**src/wes_pkg.sv**
```systemverilog
// Shared types and constants for the wheel encoder speed estimator.
`timescale 1ns / 1ps

package wes_pkg;

  localparam int WHEEL_COUNT = 2;
  localparam int QUEUE_DEPTH = 2;
  localparam int QUEUE_AW    = (QUEUE_DEPTH > 1) ? $clog2(QUEUE_DEPTH) : 1;
  localparam int QUEUE_CW    = $clog2(QUEUE_DEPTH + 1);

  localparam int CFG_IDX_W   = 2;
  localparam int CFG_DATA_W  = 32;

  localparam int NUM_W       = 48;
  localparam int DIV_CNT_W   = $clog2(NUM_W);
  localparam int MIX_W       = 40;

  localparam logic [8:0] WEIGHT_ONE = 9'd256;

  typedef enum logic [1:0] {
    OP_TICK = 2'd0,
    OP_EDGE = 2'd1,
    OP_EVAL = 2'd2
  } op_e;

  typedef enum logic [CFG_IDX_W-1:0] {
    CFG_SPEED_SCALE    = 2'd0,
    CFG_EMA_WEIGHT     = 2'd1,
    CFG_PAUSE_LIMIT    = 2'd2,
    CFG_TICK_INCREMENT = 2'd3
  } cfg_idx_e;

  typedef enum logic [2:0] {
    KIND_TICK,
    KIND_NOTCH,
    KIND_EVAL,
    KIND_NOP,
    KIND_VOID
  } kind_e;

  typedef enum logic [2:0] {
    BK_IDLE,
    BK_MUL,
    BK_DIV,
    BK_MIXA,
    BK_MIXB
  } bk_state_e;

  typedef struct packed {
    kind_e       kind;
    logic        wheel;
    logic [15:0] timer;
  } cmd_t;

  typedef struct packed {
    logic [31:0] speed_scale;
    logic [8:0]  ema_weight;
    logic [31:0] pause_limit;
    logic [15:0] tick_increment;
  } cfg_t;

endpackage

```
**src/wes_ifs.sv**
```systemverilog
// Handshake channels for encoder events and speed results.
`timescale 1ns / 1ps

interface wes_in_if;
  logic        valid;
  logic        ready;
  logic [1:0]  operation;
  logic        wheel;
  logic [15:0] timer_count;

  modport source (output valid, operation, wheel, timer_count, input ready);
  modport sink   (input valid, operation, wheel, timer_count, output ready);
endinterface

interface wes_out_if;
  logic        valid;
  logic        ready;
  logic        wheel_id;
  logic [31:0] velocity;
  logic [31:0] notch_count;
  logic        moving;

  modport source (output valid, wheel_id, velocity, notch_count, moving, input ready);
  modport sink   (input valid, wheel_id, velocity, notch_count, moving, output ready);
endinterface

```
**src/wes_front.sv**
```systemverilog
// Front end: accepts events, classifies them and queues commands for the back end.
`timescale 1ns / 1ps

module wes_front (
  input  logic            clk,
  input  logic            rst_n,
  wes_in_if.sink          in_ch,
  output logic            q_valid,
  output wes_pkg::cmd_t   q_cmd,
  input  logic            q_pop
);
  import wes_pkg::*;

  cmd_t                cmd;
  cmd_t                mem_r [QUEUE_DEPTH];
  logic [QUEUE_AW-1:0] wr_ptr_r, wr_ptr_nxt;
  logic [QUEUE_AW-1:0] rd_ptr_r, rd_ptr_nxt;
  logic [QUEUE_CW-1:0] count_r, count_nxt;
  logic                push;
  logic                pop;

  always_comb begin
    cmd.wheel = in_ch.wheel;
    cmd.timer = in_ch.timer_count;
    if (32'(in_ch.wheel) >= WHEEL_COUNT) begin
      cmd.kind = KIND_VOID;
    end else begin
      case (op_e'(in_ch.operation))
        OP_TICK: cmd.kind = KIND_TICK;
        OP_EDGE: cmd.kind = KIND_NOTCH;
        OP_EVAL: cmd.kind = KIND_EVAL;
        default: cmd.kind = KIND_NOP;
      endcase
    end
  end

  assign in_ch.ready = (count_r != QUEUE_CW'(QUEUE_DEPTH));
  assign push        = in_ch.valid && in_ch.ready;
  assign q_valid     = (count_r != '0);
  assign q_cmd       = mem_r[rd_ptr_r];
  assign pop         = q_pop && q_valid;

  always_comb begin
    wr_ptr_nxt = wr_ptr_r;
    rd_ptr_nxt = rd_ptr_r;
    count_nxt  = count_r;
    if (push) begin
      wr_ptr_nxt = (wr_ptr_r == QUEUE_AW'(QUEUE_DEPTH - 1)) ? '0 : wr_ptr_r + 1'b1;
    end
    if (pop) begin
      rd_ptr_nxt = (rd_ptr_r == QUEUE_AW'(QUEUE_DEPTH - 1)) ? '0 : rd_ptr_r + 1'b1;
    end
    if (push && !pop) begin
      count_nxt = count_r + 1'b1;
    end else if (pop && !push) begin
      count_nxt = count_r - 1'b1;
    end
  end

  always_ff @(posedge clk) begin
    if (!rst_n) begin
      wr_ptr_r <= '0;
      rd_ptr_r <= '0;
      count_r  <= '0;
    end else begin
      wr_ptr_r <= wr_ptr_nxt;
      rd_ptr_r <= rd_ptr_nxt;
      count_r  <= count_nxt;
    end
  end

  always_ff @(posedge clk) begin
    if (push) begin
      mem_r[wr_ptr_r] <= cmd;
    end
  end

endmodule

```
**src/wes_back.sv**
```systemverilog
// Back end: per-wheel state, serial divider, moving average and result register.
`timescale 1ns / 1ps

module wes_back (
  input  logic            clk,
  input  logic            rst_n,
  input  wes_pkg::cfg_t   cfg,
  input  logic            q_valid,
  input  wes_pkg::cmd_t   q_cmd,
  output logic            q_pop,
  wes_out_if.source       out_ch
);
  import wes_pkg::*;

  bk_state_e state_r, state_nxt;

  logic [31:0] notch_r   [WHEEL_COUNT];
  logic [31:0] seen_r    [WHEEL_COUNT];
  logic [31:0] elapsed_r [WHEEL_COUNT];
  logic [15:0] stamp_r   [WHEEL_COUNT];
  logic [31:0] avg_r     [WHEEL_COUNT];
  logic        armed_r   [WHEEL_COUNT];
  logic [31:0] notch_nxt   [WHEEL_COUNT];
  logic [31:0] seen_nxt    [WHEEL_COUNT];
  logic [31:0] elapsed_nxt [WHEEL_COUNT];
  logic [15:0] stamp_nxt   [WHEEL_COUNT];
  logic [31:0] avg_nxt     [WHEEL_COUNT];
  logic        armed_nxt   [WHEEL_COUNT];

  logic                 wheel_r, wheel_nxt;
  logic [15:0]          d_r, d_nxt;
  logic [31:0]          t_r, t_nxt;
  logic [NUM_W-1:0]     num_r, num_nxt;
  logic [31:0]          rem_r, rem_nxt;
  logic [DIV_CNT_W-1:0] cnt_r, cnt_nxt;
  logic [MIX_W-1:0]     prod_r, prod_nxt;

  logic        out_valid_r, out_valid_nxt;
  logic        out_wheel_r, out_wheel_nxt;
  logic [31:0] out_vel_r, out_vel_nxt;
  logic [31:0] out_notch_r, out_notch_nxt;
  logic        out_moving_r, out_moving_nxt;

  logic        w;
  logic        fire;
  logic        long_eval;
  logic [31:0] diff;
  logic [15:0] d_cur;
  logic [31:0] t_raw;
  logic [32:0] tick_sum;
  logic [8:0]  wt;
  logic [32:0] div_sh;
  logic [32:0] div_sub;
  logic [31:0] q_sat;
  logic [MIX_W-1:0] mix;
  logic        load_out;
  logic        ow;

  assign w         = q_cmd.wheel;
  assign fire      = (state_r == BK_IDLE) && q_valid && (!out_valid_r || out_ch.ready);
  assign q_pop     = fire;
  assign diff      = notch_r[w] - seen_r[w];
  assign d_cur     = diff[15:0];
  assign long_eval = (q_cmd.kind == KIND_EVAL) && (d_cur != '0) && armed_r[w];
  assign t_raw     = elapsed_r[w] + 32'(q_cmd.timer) - 32'(stamp_r[w]);
  assign tick_sum  = {1'b0, elapsed_r[w]} + 33'(cfg.tick_increment);
  assign wt        = (cfg.ema_weight > WEIGHT_ONE) ? WEIGHT_ONE : cfg.ema_weight;
  assign div_sh    = {rem_r, num_r[NUM_W-1]};
  assign div_sub   = div_sh - {1'b0, t_r};
  assign q_sat     = (num_r[NUM_W-1:32] != '0) ? '1 : num_r[31:0];
  assign mix       = prod_r + MIX_W'(avg_r[wheel_r]) * MIX_W'(WEIGHT_ONE - wt);

  always_comb begin
    state_nxt = state_r;
    case (state_r)
      BK_IDLE: if (fire && long_eval) state_nxt = BK_MUL;
      BK_MUL:  state_nxt = BK_DIV;
      BK_DIV:  if (cnt_r == '0) state_nxt = BK_MIXA;
      BK_MIXA: state_nxt = BK_MIXB;
      BK_MIXB: state_nxt = BK_IDLE;
      default: state_nxt = BK_IDLE;
    endcase
  end

  always_comb begin
    notch_nxt   = notch_r;
    seen_nxt    = seen_r;
    elapsed_nxt = elapsed_r;
    stamp_nxt   = stamp_r;
    avg_nxt     = avg_r;
    armed_nxt   = armed_r;
    wheel_nxt   = wheel_r;
    d_nxt       = d_r;
    t_nxt       = t_r;
    num_nxt     = num_r;
    rem_nxt     = rem_r;
    cnt_nxt     = cnt_r;
    prod_nxt    = prod_r;
    load_out    = 1'b0;
    ow          = w;

    case (state_r)
      BK_IDLE: begin
        if (fire) begin
          load_out = !long_eval;
          case (q_cmd.kind)
            KIND_TICK: begin
              if (armed_r[w]) begin
                elapsed_nxt[w] = tick_sum[32] ? '1 : tick_sum[31:0];
              end
            end
            KIND_NOTCH: notch_nxt[w] = notch_r[w] + 32'd1;
            KIND_EVAL: begin
              seen_nxt[w] = notch_r[w];
              if (d_cur != '0) begin
                stamp_nxt[w]   = q_cmd.timer;
                elapsed_nxt[w] = 32'd1;
                if (armed_r[w]) begin
                  wheel_nxt = w;
                  d_nxt     = d_cur;
                  t_nxt     = (t_raw == '0) ? 32'd1 : t_raw;
                end else begin
                  armed_nxt[w] = 1'b1;
                end
              end else if (elapsed_r[w] > cfg.pause_limit) begin
                armed_nxt[w]   = 1'b0;
                elapsed_nxt[w] = '0;
                avg_nxt[w]     = '0;
              end
            end
            default: ;
          endcase
        end
      end
      BK_MUL: begin
        num_nxt = NUM_W'(d_r) * NUM_W'(cfg.speed_scale);
        rem_nxt = '0;
        cnt_nxt = DIV_CNT_W'(NUM_W - 1);
      end
      BK_DIV: begin
        if (!div_sub[32]) begin
          rem_nxt = div_sub[31:0];
          num_nxt = {num_r[NUM_W-2:0], 1'b1};
        end else begin
          rem_nxt = div_sh[31:0];
          num_nxt = {num_r[NUM_W-2:0], 1'b0};
        end
        cnt_nxt = cnt_r - 1'b1;
      end
      BK_MIXA: prod_nxt = MIX_W'(q_sat) * MIX_W'(wt);
      BK_MIXB: begin
        avg_nxt[wheel_r] = mix[MIX_W-1:8];
        load_out         = 1'b1;
        ow               = wheel_r;
      end
      default: ;
    endcase
  end

  always_comb begin
    out_valid_nxt  = out_valid_r && !out_ch.ready;
    out_wheel_nxt  = out_wheel_r;
    out_vel_nxt    = out_vel_r;
    out_notch_nxt  = out_notch_r;
    out_moving_nxt = out_moving_r;
    if (load_out) begin
      out_valid_nxt = 1'b1;
      out_wheel_nxt = ow;
      if ((state_r == BK_IDLE) && (q_cmd.kind == KIND_VOID)) begin
        out_vel_nxt    = '0;
        out_notch_nxt  = '0;
        out_moving_nxt = 1'b0;
      end else begin
        out_vel_nxt    = avg_nxt[ow];
        out_notch_nxt  = notch_nxt[ow];
        out_moving_nxt = armed_nxt[ow];
      end
    end
  end

  assign out_ch.valid       = out_valid_r;
  assign out_ch.wheel_id    = out_wheel_r;
  assign out_ch.velocity    = out_vel_r;
  assign out_ch.notch_count = out_notch_r;
  assign out_ch.moving      = out_moving_r;

  always_ff @(posedge clk) begin
    if (!rst_n) begin
      state_r     <= BK_IDLE;
      out_valid_r <= 1'b0;
      for (int i = 0; i < WHEEL_COUNT; i++) begin
        notch_r[i]   <= '0;
        seen_r[i]    <= '0;
        elapsed_r[i] <= '0;
        stamp_r[i]   <= '0;
        avg_r[i]     <= '0;
        armed_r[i]   <= 1'b0;
      end
    end else begin
      state_r     <= state_nxt;
      out_valid_r <= out_valid_nxt;
      notch_r     <= notch_nxt;
      seen_r      <= seen_nxt;
      elapsed_r   <= elapsed_nxt;
      stamp_r     <= stamp_nxt;
      avg_r       <= avg_nxt;
      armed_r     <= armed_nxt;
    end
  end

  always_ff @(posedge clk) begin
    wheel_r      <= wheel_nxt;
    d_r          <= d_nxt;
    t_r          <= t_nxt;
    num_r        <= num_nxt;
    rem_r        <= rem_nxt;
    cnt_r        <= cnt_nxt;
    prod_r       <= prod_nxt;
    out_wheel_r  <= out_wheel_nxt;
    out_vel_r    <= out_vel_nxt;
    out_notch_r  <= out_notch_nxt;
    out_moving_r <= out_moving_nxt;
  end

endmodule

```
**src/wheel_encoder_speed_estimator.sv**
```systemverilog
// Top level of the wheel encoder speed estimator: register file, front end and back end.
//
//   channel  direction  handshake          payload
//   in_ch    sink       valid/ready        operation[1:0] wheel timer_count[15:0]
//   out_ch   source     valid/ready        wheel_id velocity[31:0] notch_count[31:0] moving
//   cfg_*    sink       cfg_we (no wait)   cfg_idx[1:0] cfg_data[31:0]
//
// Ticks, edges and evaluates that yield no new sample are handled in the back end's idle state.
// An evaluate that yields a sample then runs the multiply, the bit-serial
// 48/32 divider (one quotient bit a cycle) and the blend steps.
// A two-item queue sits between front and back; the back end holds its next
// item while a result waits unaccepted in the result register.
// rst_n is synchronous, active low; it clears wheel state, queue and result valid.
`timescale 1ns / 1ps

module wheel_encoder_speed_estimator (
  input  logic                              clk,
  input  logic                              rst_n,
  wes_in_if.sink                            in_ch,
  wes_out_if.source                         out_ch,
  input  logic                              cfg_we,
  input  logic [wes_pkg::CFG_IDX_W-1:0]     cfg_idx,
  input  logic [wes_pkg::CFG_DATA_W-1:0]    cfg_data
);
  import wes_pkg::*;

  cfg_t cfg_r, cfg_nxt;
  logic q_valid;
  cmd_t q_cmd;
  logic q_pop;

  always_comb begin
    cfg_nxt = cfg_r;
    if (cfg_we) begin
      case (cfg_idx)
        CFG_SPEED_SCALE:    cfg_nxt.speed_scale    = cfg_data;
        CFG_EMA_WEIGHT:     cfg_nxt.ema_weight     = cfg_data[8:0];
        CFG_PAUSE_LIMIT:    cfg_nxt.pause_limit    = cfg_data;
        CFG_TICK_INCREMENT: cfg_nxt.tick_increment = cfg_data[15:0];
        default: ;
      endcase
    end
  end

  always_ff @(posedge clk) begin
    if (!rst_n) begin
      cfg_r.speed_scale    <= 32'd28160000;
      cfg_r.ema_weight     <= 9'd64;
      cfg_r.pause_limit    <= 32'd50000;
      cfg_r.tick_increment <= 16'd1000;
    end else begin
      cfg_r <= cfg_nxt;
    end
  end

  wes_front u_front (
    .clk     (clk),
    .rst_n   (rst_n),
    .in_ch   (in_ch),
    .q_valid (q_valid),
    .q_cmd   (q_cmd),
    .q_pop   (q_pop)
  );

  wes_back u_back (
    .clk     (clk),
    .rst_n   (rst_n),
    .cfg     (cfg_r),
    .q_valid (q_valid),
    .q_cmd   (q_cmd),
    .q_pop   (q_pop),
    .out_ch  (out_ch)
  );

endmodule

```
**src/flat_wrapper.sv**
```systemverilog
// flat-port wrapper written by rule: the top's interface ports become plain ports
module wheel_encoder_speed_estimator_flat import wes_pkg::*;
  (clk, rst_n, cfg_we, cfg_idx, cfg_data, in_ch_valid, in_ch_operation, in_ch_wheel, in_ch_timer_count, in_ch_ready, out_ch_valid, out_ch_wheel_id, out_ch_velocity, out_ch_notch_count, out_ch_moving, out_ch_ready);
  wes_in_if in_ch_i ();
  wes_out_if out_ch_i ();
  input  logic clk;
  input  logic rst_n;
  input  logic cfg_we;
  input  logic [wes_pkg::CFG_IDX_W-1:0] cfg_idx;
  input  logic [wes_pkg::CFG_DATA_W-1:0] cfg_data;
  input wire logic [$bits(in_ch_i.valid)-1:0] in_ch_valid;
  input wire logic [$bits(in_ch_i.operation)-1:0] in_ch_operation;
  input wire logic [$bits(in_ch_i.wheel)-1:0] in_ch_wheel;
  input wire logic [$bits(in_ch_i.timer_count)-1:0] in_ch_timer_count;
  output wire logic [$bits(in_ch_i.ready)-1:0] in_ch_ready;
  output wire logic [$bits(out_ch_i.valid)-1:0] out_ch_valid;
  output wire logic [$bits(out_ch_i.wheel_id)-1:0] out_ch_wheel_id;
  output wire logic [$bits(out_ch_i.velocity)-1:0] out_ch_velocity;
  output wire logic [$bits(out_ch_i.notch_count)-1:0] out_ch_notch_count;
  output wire logic [$bits(out_ch_i.moving)-1:0] out_ch_moving;
  input wire logic [$bits(out_ch_i.ready)-1:0] out_ch_ready;
  assign in_ch_i.valid = in_ch_valid;
  assign in_ch_i.operation = in_ch_operation;
  assign in_ch_i.wheel = in_ch_wheel;
  assign in_ch_i.timer_count = in_ch_timer_count;
  assign in_ch_ready = in_ch_i.ready;
  assign out_ch_valid = out_ch_i.valid;
  assign out_ch_wheel_id = out_ch_i.wheel_id;
  assign out_ch_velocity = out_ch_i.velocity;
  assign out_ch_notch_count = out_ch_i.notch_count;
  assign out_ch_moving = out_ch_i.moving;
  assign out_ch_i.ready = out_ch_ready;
  wheel_encoder_speed_estimator u_core (.clk(clk), .rst_n(rst_n), .in_ch(in_ch_i), .out_ch(out_ch_i), .cfg_we(cfg_we), .cfg_idx(cfg_idx), .cfg_data(cfg_data));
endmodule
```
**config.mk**
```make
export PLATFORM = sky130hd
export DESIGN_NAME = wheel_encoder_speed_estimator_flat
export DESIGN_NICKNAME = d
export VERILOG_FILES = /design/src/wes_pkg.sv /design/src/wes_ifs.sv /design/src/wes_front.sv /design/src/wes_back.sv /design/src/wheel_encoder_speed_estimator.sv /design/src/flat_wrapper.sv
export SDC_FILE = /design/constraint.sdc
export NUM_CORES = 2
export LEC_CHECK = 0
export BUFFER_PORTS_ARGS = -buffer_cell sky130_fd_sc_hd__buf_2
export CAP_MARGIN = 20
export CORE_ASPECT_RATIO = 1.4
export CORE_UTILIZATION = 50
export CTS_BUF_LIST = sky130_fd_sc_hd__clkbuf_4
export CTS_CLUSTER_SIZE = 16
export DETAILED_ROUTE_END_ITERATION = 12
export HOLD_SLACK_MARGIN = 0.08
export PLACE_DENSITY = 0.66
export SYNTH_ARGS = -nofsm -noshare
export SYNTH_HDL_FRONTEND = slang
export SYNTH_SLANG_ARGS = --single-unit
```
**constraint.sdc**
```tcl
create_clock -name clk -period 14.9 [get_ports clk]
set_clock_uncertainty 0.15 [all_clocks]
set_input_delay 0.745 -clock clk [delete_from_list [all_inputs] [get_ports clk]]
set_output_delay 0.745 -clock clk [all_outputs]
set_load 0.02 [all_outputs]
```
==> flow_summary.yaml <==
cells_and_area:
  syn_to_final_growth_pct: 8.33
  stdcell_area_mm2: 0.0718
  nets: 8783
  drive_gt1_share_pct: 8.68
  finish.utilization_pct: 54.8
  final_cells: 9276
place:
  postPlaceCellArea_mm2: 0.0686
  hpwl_um: 141000
  port_buffers: 125
  dp.cells: 8882
  routabilityCongestion: 0.934
critical_path:
  reg2reg_depth: 26
  crit_fanout: 49
  cp_data_required_time_ps: 15650
  cp-end-kind: "flop"
  worstSetupPathType: "flop to flop"
  worstPathArrival_ps: 10020
  r2r_start: "u_core.cfg_r[56]$_SDFFE_PN0P_"
  reg2reg_to: "u_core.u_back.out_ch.velocity[26]$_DFFE_PP_"
  r2r_setup_slack_ps: 5630
  cp-start-kind: "flop"
synthesis:
  yosys_warnings: 0
  synth_flop_cell: "dfxtp_1"
  async_flop_share_pct: 0
  netlist_area_mm2: 0.0662
  syn_inst: 7235
  synth_seq_cells: 635
  postSynthAreaPerCell_um2: 9.15
  synth_edf_count: 279
  ys_types: 93
  yosysSeqAreaShare_pct: 23.4
global_route:
  grt_usage_pct: 28.8
  overflow: 0
  grt_max_degree: 101
  grt_pass1_vias: 54875
  grt_pass1_wl_um: 296000
  antenna_found_initial: 5
route:
  vias: 51356
  drc_errors: 0
  avgViaCountPerCell: 5.54
  drtAntennaViolNets: 0
  route.detailed.wl_per_inst_um: 20.1
  drt_iter0_markers: 3039
  wl_um: 186000
  dr.pass1.iters: 5
timing:
  tightest_slew_ps: 1110
  finalSetupTns_ps: 0
  finalHoldViolations: 0
  slew_viol_final: 0
  setup_violations: 0
  fmax_ghz: 0.108
  slew_headroom_pct: 25.7
  fin_crit_sh_pct: 62.2
  hold_ws_ps: 223
  fin_crit_ps: 9270
  rsz0062_at_grt: "no"
run_status:
  status: "complete, no violations"
run:
  cap_violations: 0
die:
  die_w_um: 310
  rows: 157
  die_y_um: 433
  die-area_mm2: 0.134
  ioPinCount: 126
  core_area_mm2: 0.131
  start_util_pct: 50.6
power:
  p_sw_uw: 3440
  power_density_mw_per_mm2: 112
  p_clk_share_pct: 20.7
  worst_ir_drop_vdd_uv: 143
  p_leak_uw: 0.0335
  intPower_uw: 4580
  p_comb_share_pct: 51.6
  sw_frac_of_total_pct: 42.9
  p_seq_share_pct: 27.7
worst_hold_path:
  min-delay-start: "in_ch_timer_count[10]"
  hold_path.class: "input pin to flop"
  worst_hold_path.endpoint: "u_core.u_front.mem_r[1][10]$_DFFE_PP_"
  hold_depth: 2
cts:
  cts_tree: "yes"
  clk_pin_slew_ps: 70
  htree_levels: 4
  clk_latency_ps: 1170
  cts_sinks: 635
  cts-root-buf: "clkbuf_4"
  cts_buffers: 168
  cts_buffer_depth: 3
metrics by stage:
| step | power [µW] | setup WS [ps] |
|---|---|---|
| after floorplan | 5150 | 7290 |
| after global placement | 6290 | 5820 |
| after detailed placement | 6360 | 5670 |
| after CTS | 8060 | 5670 |
| after global routing | 8590 | 5190 |
| final | 8030 | 5630 |
sequential cells by signal, summed over array words and instances (netlist names), 16 cells and up, named ones only:
| signal | cells |
|---|---|
| u_core.u_back.out_ch.velocity | 32 |
| u_core.u_back.num_r | 48 |
| u_core.u_back.elapsed_r | 62 |
| u_core.cfg_r | 89 |
| u_core.u_back.avg_r | 64 |
| u_core.u_back.t_r | 32 |
| u_core.u_front.mem_r | 38 |
| u_core.u_back.notch_r | 64 |
| u_core.u_back.stamp_r | 32 |
| u_core.u_back.out_ch.notch_count | 32 |
| u_core.u_back.rem_r | 32 |
| u_core.u_back.prod_r | 40 |
| u_core.u_back.d_r | 16 |
| u_core.u_back.seen_r | 32 |
cell families (layout without fill, tap and decap cells):
family,after synthesis,after routing,share of synthesized area [%]
AND/OR/NAND/NOR,2440,2440,16.1
flip-flops,635,635,23.4
AO/OA/AOI/OAI,898,898,9.24
buffers and inverters,1399,1658,8.02
adder cells (fa/ha/maj),1341,1341,35.8
other,2,35,0.0113
multiplexers,238,238,3.67
XOR/XNOR,282,282,3.73
power by group through the flow:
stage               logic [µW]  clock network [µW]  registers [µW]
global route              4570                1780            2240
global placement          4020                   0            2260
detailed placement        4090                   0            2270
CTS                       4130                1700            2230
finish                    4140                1660            2230
floorplan                 2810                   0            2330
worst max-delay path, stage by stage, from the launching register on:
cell and delay, ps:
dfxtp_2 330, buf_4 460, nor2b_2 70, buf_4 280, nor3_1 310, nand3_1 220
or3_1 430, xnor2_2 300, buf_4 370, nor2_1 120, fa_1 580, fa_1 430
fa_1 460, fa_1 510, fa_1 420, ha_1 380, nand3_1 110, nor2_1 220
o2111ai_1 260, a21boi_0 420, a31oi_1 320, o41ai_1 920, a21o_1 220, a21o_1 120
xnor2_1 150, o2bb2ai_1 120, mux2_2 300
worst max-delay path by stage:
stage | cells past startpoint | end | start | slack (ps)
floorplan | 25 | u_core.u_back.out_ch.velocity[26]$_DFFE_PP_ | u_core.cfg_r[56]$_SDFFE_PN0P_ | 7290
global placement | 26 | u_core.u_back.out_ch.velocity[26]$_DFFE_PP_ | u_core.cfg_r[56]$_SDFFE_PN0P_ | 5820
detailed placement | 28 | u_core.u_back.out_ch.velocity[26]$_DFFE_PP_ | u_core.cfg_r[56]$_SDFFE_PN0P_ | 5670
CTS | 28 | u_core.u_back.out_ch.velocity[26]$_DFFE_PP_ | u_core.cfg_r[56]$_SDFFE_PN0P_ | 5670
global route | 26 | u_core.u_back.out_ch.velocity[26]$_DFFE_PP_ | u_core.cfg_r[56]$_SDFFE_PN0P_ | 5190
finish | 26 | u_core.u_back.out_ch.velocity[26]$_DFFE_PP_ | u_core.cfg_r[56]$_SDFFE_PN0P_ | 5630
routing by layer:
metal  part of all wire, %  track usage (%)
met1                    36             30.9
met2                    52             52.0
met3                   5.2             4.28
met4                   7.2             19.3
met5                 0.016                0
final cells by class:
| class | instances | area (µm²) |
|---|---|---|
| Inverter | 1052 | 3950 |
| Antenna cell | 4 | 10.0 |
| Timing Repair Buffer | 297 | 2140 |
| Sequential cell | 635 | 15500 |
| Clock buffer | 243 | 1820 |
| Tap cell | 1749 | 2190 |
| Clock inverter | 66 | 447 |
| Multi-Input combinational cell | 5230 | 45700 |
| Fill cell | 11973 | 59300 |
synth_stat cells (33+ instances only):
library cell / count / area [µm²]
nand2_1: 1275 / 4790
inv_1: 1050 / 3940
fa_1: 923 / 18500
nor2_1: 526 / 1970
ha_1: 418 / 5230
dfxtp_1: 356 / 7130
clkbuf_1: 315 / 1180
edfxtp_1: 279 / 8380
a21oi_1: 269 / 1350
mux2i_1: 199 / 1990
xnor2_1: 173 / 1520
and2_1: 171 / 1070
a21o_1: 114 / 856
o21ai_0: 111 / 556
xor2_1: 109 / 955
nand3_1: 106 / 531
nor2b_1: 101 / 632
nor3_1: 51 / 255
a21boi_0: 48 / 360
or2_2: 44 / 275
o21a_1: 43 / 323
mux2_2: 39 / 439
o211a_1: 38 / 380
a22oi_1: 36 / 270
nand2b_1: 33 / 206
repair_timing:
action / 4_1_cts / 5_1_grt
endpoints found under the hold margin: 189 / 0
hold buffers: 80 / 0
resized for setup: 0 / 0
setup buffers: 0 / 0
placed cells by master, fill, tap and decap left out, types with 95 or more instances in the layout:
master,count
nand2_1,1274
nor2_1,521
inv_1,1048
fa_1,923
ha_1,418
buf_2,124
clkbuf_4,243
xor2_1,109
a21o_1,113
and2_1,170
mux2i_1,197
nor2b_1,95
o21ai_0,111
xnor2_1,166
dfxtp_1,355
a21oi_1,267
nand3_1,106
edfxtp_1,279
No activity file was read; power rests on OpenSTA's default activity.
